===== config.mk =====
export PLATFORM = sky130hd
export DESIGN_NAME = breakpoint_watchpoint_table
export DESIGN_NICKNAME = d
export VERILOG_FILES = /design/src/design/bwt_pkg.sv /design/src/design/bwt_break_cell.sv /design/src/design/bwt_watch_cell.sv /design/src/design/breakpoint_watchpoint_table.sv
export SDC_FILE = /design/constraint.sdc
export NUM_CORES = 2
export LEC_CHECK = 0
export BUFFER_PORTS_ARGS = -buffer_cell sky130_fd_sc_hd__buf_4
export CORE_ASPECT_RATIO = 0.6
export CORE_UTILIZATION = 39
export CTS_BUF_LIST = sky130_fd_sc_hd__clkbuf_4 sky130_fd_sc_hd__clkbuf_8 sky130_fd_sc_hd__clkbuf_16
export CTS_CLUSTER_DIAMETER = 60
export DETAILED_ROUTE_END_ITERATION = 16
export GPL_TIMING_DRIVEN = 1
export PLACE_DENSITY_LB_ADDON = 0.3
export SYNTH_ARGS = -nofsm -noshare
export SYNTH_HDL_FRONTEND = slang
export SYNTH_SLANG_ARGS = --single-unit

===== constraint.sdc =====
create_clock -name clock -period 20 [get_ports clock]
set_clock_uncertainty 0.1 [all_clocks]
set_input_delay 4 -clock clock [delete_from_list [all_inputs] [get_ports clock]]
set_output_delay 4 -clock clock [all_outputs]
set_load 0.005 [all_outputs]

===== src/design/bwt_pkg.sv =====
`timescale 1ns / 1ps
// ----------------------------------------------------------------------------
// bwt_pkg: shared types and constants of the breakpoint/watchpoint table
// Table sizes, operation and status codes, and the transaction structs.
// ----------------------------------------------------------------------------
package bwt_pkg;

   localparam int BREAK_ENTRIES = 16;
   localparam int WATCH_ENTRIES = 4;
   localparam int BCNT_W        = $clog2(BREAK_ENTRIES + 1);
   localparam int WCNT_W        = $clog2(WATCH_ENTRIES + 1);

   typedef enum logic [2:0] {
      KIND_BP_INSERT = 3'd0,
      KIND_BP_REMOVE = 3'd1,
      KIND_WP_INSERT = 3'd2,
      KIND_WP_REMOVE = 3'd3,
      KIND_CHECK_PC  = 3'd4
   } kind_type;

   localparam logic [1:0] ST_OK      = 2'd0;
   localparam logic [1:0] ST_FULL    = 2'd1;
   localparam logic [1:0] ST_MISSING = 2'd2;

   typedef struct packed {
      logic [2:0]  kind;
      logic [31:0] address;
      logic [1:0]  watch_type;
      logic [3:0]  watch_size;
   } req_type;

   typedef struct packed {
      logic [1:0] status;
      logic       hit;
   } rsp_type;

   typedef struct packed {
      logic [1:0]  wtype;
      logic [31:0] address;
      logic [3:0]  size;
   } watch_entry_type;

   // Per-cell control: ins and rem are the operation strobes for this cycle,
   // occ marks that the cell holds a live entry.
   typedef struct packed {
      logic ins;
      logic rem;
      logic occ;
   } cell_ctl_type;

endpackage


===== src/design/bwt_break_cell.sv =====
`timescale 1ns / 1ps
// ----------------------------------------------------------------------------
// bwt_break_cell: one slot of the sorted breakpoint chain
// Holds one address, compares it with the key and shifts with its neighbors.
// ----------------------------------------------------------------------------
module bwt_break_cell (
   input  logic                  clock,
   input  bwt_pkg::cell_ctl_type ctl,
   input  logic [31:0]           key,
   input  logic [31:0]           prev_addr,
   input  logic [31:0]           next_addr,
   input  logic                  prev_ge,
   input  logic                  prev_seen,
   output logic [31:0]           addr,
   output logic                  ge,
   output logic                  seen,
   output logic                  match
);
   import bwt_pkg::*;

   logic [31:0] addr_ff;
   logic [31:0] addr_in;

   assign addr  = addr_ff;
   // Free slots count as "not smaller", so the sorted run ends at the count.
   assign ge    = !(ctl.occ && (addr_ff < key));
   assign match = ctl.occ && (addr_ff == key);
   assign seen  = prev_seen || match;

   always_comb begin
      addr_in = addr_ff;
      if (ctl.ins) begin
         if (ge && !prev_ge) begin
            addr_in = key;
         end else if (ge) begin
            addr_in = prev_addr;
         end
      end else if (ctl.rem && seen) begin
         addr_in = next_addr;
      end
   end

   always_ff @(posedge clock) begin
      addr_ff <= addr_in;
   end

endmodule


===== src/design/bwt_watch_cell.sv =====
`timescale 1ns / 1ps
// ----------------------------------------------------------------------------
// bwt_watch_cell: one slot of the compact watchpoint chain
// Holds type, address and size; loads on append and shifts down on removal.
// ----------------------------------------------------------------------------
module bwt_watch_cell (
   input  logic                     clock,
   input  logic                     reset,
   input  bwt_pkg::cell_ctl_type    ctl,
   input  bwt_pkg::watch_entry_type key,
   input  bwt_pkg::watch_entry_type next_entry,
   input  logic                     prev_seen,
   output bwt_pkg::watch_entry_type entry,
   output logic                     seen
);
   import bwt_pkg::*;

   watch_entry_type entry_ff;
   watch_entry_type entry_in;
   logic            match;

   assign entry = entry_ff;
   assign match = ctl.occ && (entry_ff == key);
   assign seen  = prev_seen || match;

   // Here ctl.ins marks this cell as the append slot.
   always_comb begin
      entry_in = entry_ff;
      if (ctl.ins) begin
         entry_in = key;
      end else if (ctl.rem && seen) begin
         entry_in = next_entry;
      end
   end

   always_ff @(posedge clock) begin
      if (reset) begin
         entry_ff <= '0;
      end else begin
         entry_ff <= entry_in;
      end
   end

endmodule


===== src/design/breakpoint_watchpoint_table.sv =====
`timescale 1ns / 1ps
// ----------------------------------------------------------------------------
// breakpoint_watchpoint_table: debug breakpoint and watchpoint comparator
// A sorted chain of breakpoint cells and a compact chain of watchpoint cells.
// ----------------------------------------------------------------------------
// The response appears on rsp_strobe in the cycle after start is taken.
// Throughput: one transaction per cycle; every cell compares and shifts in the
// same cycle, so busy never rises.
// Reset clears both entry counts and the watchpoint cells; breakpoint
// addresses are not cleared and only occupied cells are ever compared.
// Responses cannot be stalled by the receiver.
module breakpoint_watchpoint_table (
   input  logic             clock,
   input  logic             reset,
   input  logic             start,
   output logic             busy,
   input  bwt_pkg::req_type req_data,
   output logic             rsp_strobe,
   output bwt_pkg::rsp_type rsp_data
);
   import bwt_pkg::*;

   logic accept;

   logic [BCNT_W-1:0] bcount_ff, bcount_in;
   logic [WCNT_W-1:0] wcount_ff, wcount_in;
   logic              rsp_strobe_ff;
   rsp_type           rsp_ff, rsp_in;

   logic is_bp_ins, is_bp_rem, is_wp_ins, is_wp_rem, is_check;
   logic bp_full, wp_full, bp_found, wp_found, bp_hit;

   // Neighbor links of the breakpoint chain; index i feeds cell i+1.
   logic [31:0] b_addr  [BREAK_ENTRIES];
   logic        b_ge    [BREAK_ENTRIES];
   logic        b_seen  [BREAK_ENTRIES];
   logic        b_match [BREAK_ENTRIES];
   logic [BREAK_ENTRIES-1:0] b_match_vec;

   watch_entry_type w_entry [WATCH_ENTRIES];
   logic            w_seen  [WATCH_ENTRIES];
   watch_entry_type w_key;

   assign busy   = 1'b0;
   assign accept = start && !busy;

   assign is_bp_ins = accept && (req_data.kind == KIND_BP_INSERT);
   assign is_bp_rem = accept && (req_data.kind == KIND_BP_REMOVE);
   assign is_wp_ins = accept && (req_data.kind == KIND_WP_INSERT);
   assign is_wp_rem = accept && (req_data.kind == KIND_WP_REMOVE);
   assign is_check  = accept && (req_data.kind == KIND_CHECK_PC);

   assign bp_full = (bcount_ff == BCNT_W'(BREAK_ENTRIES));
   assign wp_full = (wcount_ff == WCNT_W'(WATCH_ENTRIES));

   assign w_key.wtype   = req_data.watch_type;
   assign w_key.address = req_data.address;
   assign w_key.size    = req_data.watch_size;

   // Breakpoint chain. An insert drops the key in front of the first entry
   // that is not smaller and every later cell takes its lower neighbor. A
   // removal shifts every cell from the first match onward down by one.
   for (genvar i = 0; i < BREAK_ENTRIES; i++) begin : g_break
      cell_ctl_type ctl;
      logic [31:0]  prev_addr, next_addr;
      logic         prev_ge, prev_seen;

      assign ctl.ins = is_bp_ins && !bp_full;
      assign ctl.rem = is_bp_rem;
      assign ctl.occ = (BCNT_W'(i) < bcount_ff);

      if (i == 0) begin : g_first
         assign prev_addr = '0;
         assign prev_ge   = 1'b0;
         assign prev_seen = 1'b0;
      end else begin : g_inner
         assign prev_addr = b_addr[i-1];
         assign prev_ge   = b_ge[i-1];
         assign prev_seen = b_seen[i-1];
      end

      if (i == BREAK_ENTRIES - 1) begin : g_last
         assign next_addr = '0;
      end else begin : g_mid
         assign next_addr = b_addr[i+1];
      end

      bwt_break_cell u_cell (
         .clock     (clock),
         .ctl       (ctl),
         .key       (req_data.address),
         .prev_addr (prev_addr),
         .next_addr (next_addr),
         .prev_ge   (prev_ge),
         .prev_seen (prev_seen),
         .addr      (b_addr[i]),
         .ge        (b_ge[i]),
         .seen      (b_seen[i]),
         .match     (b_match[i])
      );

      assign b_match_vec[i] = b_match[i];
   end

   assign bp_found = b_seen[BREAK_ENTRIES-1];
   assign bp_hit   = |b_match_vec;

   // Watchpoint chain. An append writes the cell at the current count; a
   // removal shifts down from the first full match and the top cell takes
   // zero, which leaves the freed slot cleared.
   for (genvar i = 0; i < WATCH_ENTRIES; i++) begin : g_watch
      cell_ctl_type    ctl;
      watch_entry_type next_entry;
      logic            prev_seen;

      assign ctl.ins = is_wp_ins && !wp_full && (wcount_ff == WCNT_W'(i));
      assign ctl.rem = is_wp_rem;
      assign ctl.occ = (WCNT_W'(i) < wcount_ff);

      if (i == 0) begin : g_first
         assign prev_seen = 1'b0;
      end else begin : g_inner
         assign prev_seen = w_seen[i-1];
      end

      if (i == WATCH_ENTRIES - 1) begin : g_last
         assign next_entry = '0;
      end else begin : g_mid
         assign next_entry = w_entry[i+1];
      end

      bwt_watch_cell u_cell (
         .clock      (clock),
         .reset      (reset),
         .ctl        (ctl),
         .key        (w_key),
         .next_entry (next_entry),
         .prev_seen  (prev_seen),
         .entry      (w_entry[i]),
         .seen       (w_seen[i])
      );
   end

   assign wp_found = w_seen[WATCH_ENTRIES-1];

   // Counts and the response of the transaction taken this cycle.
   always_comb begin
      bcount_in     = bcount_ff;
      wcount_in     = wcount_ff;
      rsp_in.status = ST_OK;
      rsp_in.hit    = 1'b0;
      if (is_bp_ins) begin
         if (bp_full) begin
            rsp_in.status = ST_FULL;
         end else begin
            bcount_in = bcount_ff + BCNT_W'(1);
         end
      end
      if (is_bp_rem) begin
         if (bp_found) begin
            bcount_in = bcount_ff - BCNT_W'(1);
         end else begin
            rsp_in.status = ST_MISSING;
         end
      end
      if (is_wp_ins) begin
         if (wp_full) begin
            rsp_in.status = ST_FULL;
         end else begin
            wcount_in = wcount_ff + WCNT_W'(1);
         end
      end
      if (is_wp_rem) begin
         if (wp_found) begin
            wcount_in = wcount_ff - WCNT_W'(1);
         end else begin
            rsp_in.status = ST_MISSING;
         end
      end
      if (is_check) begin
         rsp_in.hit = bp_hit;
      end
   end

   always_ff @(posedge clock) begin
      if (reset) begin
         bcount_ff     <= '0;
         wcount_ff     <= '0;
         rsp_strobe_ff <= 1'b0;
      end else begin
         bcount_ff     <= bcount_in;
         wcount_ff     <= wcount_in;
         rsp_strobe_ff <= accept;
      end
   end

   always_ff @(posedge clock) begin
      rsp_ff <= rsp_in;
   end

   assign rsp_strobe = rsp_strobe_ff;
   assign rsp_data   = rsp_ff;

   // Every taken transaction gets exactly one response in the next cycle.
   a_rsp_follows: assert property (@(posedge clock) disable iff (reset)
      accept |=> rsp_strobe)
      else $error("response missing after accepted transaction");

   a_count_range: assert property (@(posedge clock) disable iff (reset)
      (bcount_ff <= BCNT_W'(BREAK_ENTRIES)) && (wcount_ff <= WCNT_W'(WATCH_ENTRIES)))
      else $error("entry count out of range");

   a_hit_ok: assert property (@(posedge clock) disable iff (reset)
      (rsp_strobe && rsp_data.hit) |-> (rsp_data.status == ST_OK))
      else $error("hit reported with error status");

   a_bp_grow: assert property (@(posedge clock) disable iff (reset)
      (is_bp_ins && !bp_full) |=> (bcount_ff == $past(bcount_ff) + BCNT_W'(1)))
      else $error("breakpoint insert did not grow the table");

endmodule

* Yosys cells after proc, flatten, opt, wreduce, memory -nomap -nowiden
Cells that the tools add are included. W data, S select, Z words.
Word-level totals: register bits 676, bits of input ports 44, output and inout bits 5, word-level logic and storage cells 361
Operators by class: $add $sub $neg 4, $lt $le $gt $ge 36, eq/ne operators 45, multiplexer cells 87, reductions and logical operators 156
Operators by type and width (count):
- $mux W32 | 63
- $eq A32 B32 Y1 | 16
- $lt A32 B32 Y1 | 16
- $mux W38 | 8
- $eq A38 B38 Y1 | 4
- $logic_and A1 B1 Y1 | 82
- $ne A3 B3 Y1 const B | 15
- $lt A4 B5 Y1 const A | 8
- $reduce_bool A2 Y1 | 20
- $reduce_and A2 Y1 | 16
- $lt A3 B5 Y1 const A | 4
- $mux W5 | 4
- $logic_or A1 B1 Y1 | 18
- $logic_not A1 Y1 | 17
- $reduce_or A16 Y1 | 1
- $mux W2 | 7
- $eq A3 B2 Y1 const B | 4
- $mux W3 | 4
- $lt A1 B5 Y1 const A | 2
- $lt A2 B5 Y1 const A | 2
- $eq A3 B1 Y1 const B | 2
- $eq A3 B3 Y1 const B | 2
- $logic_not A3 Y1 | 2
- $lt A1 B3 Y1 const A | 2
- other kinds (8) | 9

* Depth between registers and ports, before layout
depth after elaboration 23, mapped depth 14, depth with buffers taken out 10

* By module
Synthesis repeated with hierarchy kept, for this count alone.
Unflattened totals: cells, all modules 6113, area, all modules 52481.6 um^2
Modules (own cells, without submodules):
- bwt_break_cell | instances 16, cells an instance 305, area each 2640.0 um^2, sequential area each 960.9 um^2
- bwt_watch_cell | instances 4, cells an instance 277, area each 2303.5 um^2, sequential area each 760.7 um^2
- breakpoint_watchpoint_table | instances 1, cells an instance 125, area each 1027.2 um^2, sequential area each 240.2 um^2

* Least setup slack after synthesis
No wires, ideal clock.
path kind input to register, start input req_data[37] (netlist name), end register g_break[12].u_cell.addr_ff[0], enable pin, setup time 0.466 ns, arrival 8.808 ns, data required time 19.434 ns, slack 10.627 ns, stages on the path 11, buffers on the path 1, cell sequence clkbuf_1 > inv_1 > ha_1 > nand4_1 > or2_0 > or4_1 > o32ai_2 > a2111oi_4 > nand3_1 > nor3_1 > o21ai_0
On the way: cells in the longest elaborated chain, start to end 17, elaborated cells between the ends (all ways) 48, those cells by class 2 x order compare; 14 x eq/ne; 32 x reduce/logical
Ends and longest elaborated chain:
- start: declaration | RTL line breakpoint_watchpoint_table.sv:17 | input bwt_pkg::req_type req_data,
- $eq A32 B32 Y1 | RTL line bwt_break_cell.sv:27 | assign match = ctl.occ && (addr_ff == key);
- $logic_and A1 B1 Y1 | RTL line bwt_break_cell.sv:27
- $logic_or A1 B1 Y1 (12 in a row) | RTL line bwt_break_cell.sv:28 | assign seen = prev_seen || match;
- $logic_and A1 B1 Y1 | RTL line bwt_break_cell.sv:38 | end else if (ctl.rem && seen) begin
- $reduce_bool A2 Y1 (no source line)
- $reduce_and A2 Y1 (no source line) (*)
- end signal: assignment | RTL line bwt_break_cell.sv:44 | addr_ff <= addr_in;
- end: declaration | RTL line bwt_break_cell.sv:21 | logic [31:0] addr_ff;
Every way passes the cells marked *; elsewhere a longest branch is shown, timed or not. A chain may end at the register's enable or synchronous reset.

* Worst setup path after layout
start input req_data[37] (netlist name), end register g_break[15].u_cell.addr_ff[1], data pin
On the way: cells in the longest elaborated chain, start to end 6, elaborated cells between the ends (all ways) 8, those cells by class 2 x order compare; 2 x mux; 4 x reduce/logical
Ends and longest elaborated chain:
- $lt A32 B32 Y1 | RTL line bwt_break_cell.sv:26 | assign ge = !(ctl.occ && (addr_ff < key));
- $logic_and A1 B1 Y1 | RTL line bwt_break_cell.sv:26
- $logic_not A1 Y1 | RTL line bwt_break_cell.sv:26
- $logic_and A1 B1 Y1 (*) | RTL line bwt_break_cell.sv:33 | if (ge && !prev_ge) begin
- $mux W32 (*) | RTL line bwt_break_cell.sv:33
- $mux W32 (*) | RTL line bwt_break_cell.sv:32 | if (ctl.ins) begin
- end signal: assignment | RTL line bwt_break_cell.sv:44
- end: declaration | RTL line bwt_break_cell.sv:21
Marks and branches as above.

==> results.yml <==
status:
  outcome: "completed"
worst_hold_path:
  hold_end: "g_watch[3].u_cell.entry[22]$_SDFFE_PP0P_"
  hold_path_class: "reg -> reg"
  hold_depth: 2
  min-delay-start: "g_watch[3].u_cell.entry[22]$_SDFFE_PP0P_"
drt:
  wire_per_inst_um: 27.7
  vias: 41842
  postRouteAntennaNets: 0
  dr_wl_met2_um: 60600
  drt_drc_violations_left: 0
  dr.pass1.iters: 7
  wl_met1_um: 85600
  routed.top_layer: "met5"
  wirelength_um: 180000
  via_per_inst: 6.42
  dr.first_iter.drc_count: 6306
  route.met3.wl_um: 31900
die:
  core-area_sq_um: 119000
  die_area_sq_um: 122000
  fp.dieH_um: 271
  rows: 98
  initial_core_util: 0.394
  fp.dieW_um: 450
  ios: 49
finish:
  drive_gt1_frac: 0.0690
  n_antenna_cell: 0
  final_nets: 5425
  fillers: 11607
  area_delta_synth_final_pct: 8.58
  final_common_cell: "nand2_1"
  layout_common_cells: "nand2_1 (541), ha_1 (521), edfxtp_1 (512)"
global_route:
  grt_antenna_before_repair: 5
  grt_pass1_wl_um: 261000
  grt_max_degree: 189
  grt_pass1_vias: 37375
  grt.overflow.total: 0
  grtUsageTotal: 0.286
synth:
  syn_inst: 5040
  yosysTopAreaCellShare: 0.327
  synth_top_area_cell: "edfxtp_1"
  ys_seq_area_frac: 0.397
  synth_warnings: 0
  post_synth_instance_area_sq_um: 47100
  syn_area_per_cell_sq_um: 9.34
  syn-num-nets: 5605
  synthFlopType: "edfxtp_1"
  synth.distinct_cells: 89
  synthArstFlopShare: 0
  synth_area_leaders: "edfxtp_1 (33%), ha_1 (14%), dfxtp_1 (7.0%), nand2_1 (4.4%), a221o_1 (4.1%)"
  synth_edf_count: 512
  ys_ff_latch: 676
critical_path:
  arrival_ns: 9.47
  worstRegToRegCells: 10
  cp_cell_sequence: "buf_4 > inv_1 > ha_1 > nand4_1 > nor2_1 > nand4_1 > a2111oi_1 > a21oi_1 > o2111ai_2 > buf_4 > nand2_2 > a31o_2"
  r2r-end: "g_break[15].u_cell.addr[1]$_SDFFCE_PN0P_"
  rr_startpoint: "g_break[15].u_cell.addr[31]$_SDFFCE_PN0P_"
  cp_slowest_cell: "a2111oi_1"
  path_class: "in -> reg"
  endpoint_kind: "flop"
  cp_max_fo: 32
  start_kind: "input port"
  cp.required_ns: 20.32
  crit_buf_inv: 3
  critPathTopFamily: "compound AO/OA/AOI/OAI gates"
  critical_path.max_stage_delay_ns: 1.21
  regToRegSetupSlack_ns: 14.57
job:
  cap_violations: 0
timing:
  setup_tns_ns: 0
  slew_viol_final: 0
  rsz0062_at_grt: "no"
  relSlewSlack: 0.0621
  period_share: 0.457
  fmax_ghz: 0.109
  finalCriticalPeriod_ns: 9.15
  tightest_slew_ns: 1.40
  fin_hold_ws_ns: 0.397
  setup_violations: 0
  finalHoldViolations: 0
  fin_ws_ns: 10.85
cts:
  cts_resized: 0
  cts-root-buf: "clkbuf_16"
  cts_buffers: 70
  cts_tree: "built"
  postCtsSetupBuffers: 0
  hold_buffers: 0
  h-tree-depth: 3
  clockBufferDepth: 3
  clk-insertion-delay-late_ns: 0.68
  clkSlewWorstSetupHoldPaths_ns: 0.06
  cts_sinks: 676
placed_design:
  pre_cts_ws_ns: 10.66
  io_buffers: 47
  detailed_place_hpwl_um: 133000
  gp_congestion: 1.04
pwr:
  cellLeakagePower_nw: 20.6
  powerDensity_nw_per_um2: 66.0
  peakVddDrop_mv: 0.0602
## cell type report
| class | instances | area, sq um | area share |
|---|---|---|---|
| multi-input cells | 3896 | 26800 | 0.525 |
| flip-flops and latches | 676 | 18700 | 0.365 |
| clock buffers | 94 | 2030 | 0.0397 |
| well taps | 1600 | 2000 | 0.0392 |
| repair buffers | 136 | 1050 | 0.0205 |
| inverters | 80 | 300 | 0.00588 |
| clock inverters | 32 | 225 | 0.00441 |
## worst max path at each step
stage | from | endpoint | slack [ns] | cells after the start
final | req_data[37] | g_break[15].u_cell.addr[1]$_SDFFCE_PN0P_ | 10.85 | 12
after global routing | req_data[33] | g_break[15].u_cell.addr[1]$_SDFFCE_PN0P_ | 10.82 | 12
after CTS | req_data[33] | g_break[15].u_cell.addr[18]$_SDFFCE_PN0P_ | 11.38 | 12
after detailed placement | req_data[33] | g_break[15].u_cell.addr[12]$_SDFFCE_PN0P_ | 10.66 | 12
after global placement | req_data[33] | g_break[15].u_cell.addr[1]$_SDFFCE_PN0P_ | 10.40 | 12
after floorplan | req_data[37] | g_break[12].u_cell.addr[0]$_DFFE_PP_ | 10.63 | 11
## routing by layer
metal  global-route usage  vias to the layer above
met4               0.0438                        8
met5               0.0125                        -
met3                0.150                      152
met2                0.316                     2575
li1                     -                    18712
met1                0.459                    20395
## registers in the layout, indices dropped and copies added, names as in the netlist
signal	count
g_break.u_cell.addr	512
g_watch.u_cell.entry	152
bcount_ff	5
rsp_data	3
wcount_ff	3
rsp_strobe	1
## tightest hold or removal path, cell delays in order, from the launching register on
cell and delay [ns]:
dfxtp_1 0.33, nand3_1 0.07, a21oi_1 0.06
## metrics by stage
| step | area, sq um | power [mW] | std cells | util |
|---|---|---|---|---|
| detailed placement | 48800 | 2.00 | 6387 | 0.409 |
| CTS | 51100 | 3.35 | 6513 | 0.428 |
| global placement | 48800 | 2.00 | 6387 | 0.409 |
| global route | 51100 | 3.46 | 6514 | 0.428 |
| floorplan | 47100 | 1.84 | 5040 | - |
| finish | 51100 | 3.37 | 6514 | 0.428 |
## power by group
group	internal, mW	switching, mW
logic	0.130	0.315
registers	1.53	0.0240
clock network	0.742	0.629
## cells by family after synthesis
kind of cell             Yosys count  share of synthesized area
buffers and inverters            468                     0.0398
multiplexers                     175                     0.0373
AO/OA/AOI/OAI                   1272                      0.187
XOR/XNOR                         153                     0.0285
other                              1                  0.0000797
adder cells (fa/ha/maj)          521                      0.139
flip-flops                       676                      0.397
AND/OR/NAND/NOR                 1774                      0.172
## Yosys cell counts (113+ instances only)
master and count:
o21ai_0 210, clkbuf_1 324, mux2i_1 174, nor2_1 484, xor2_1 125, nand3_1 374
nand2_1 547, ha_1 521, o211ai_1 115, a21o_1 113, a21oi_1 324, dfxtp_1 164
a221o_1 194, edfxtp_1 512
Note: power is estimated with default switching activity, not from simulation.
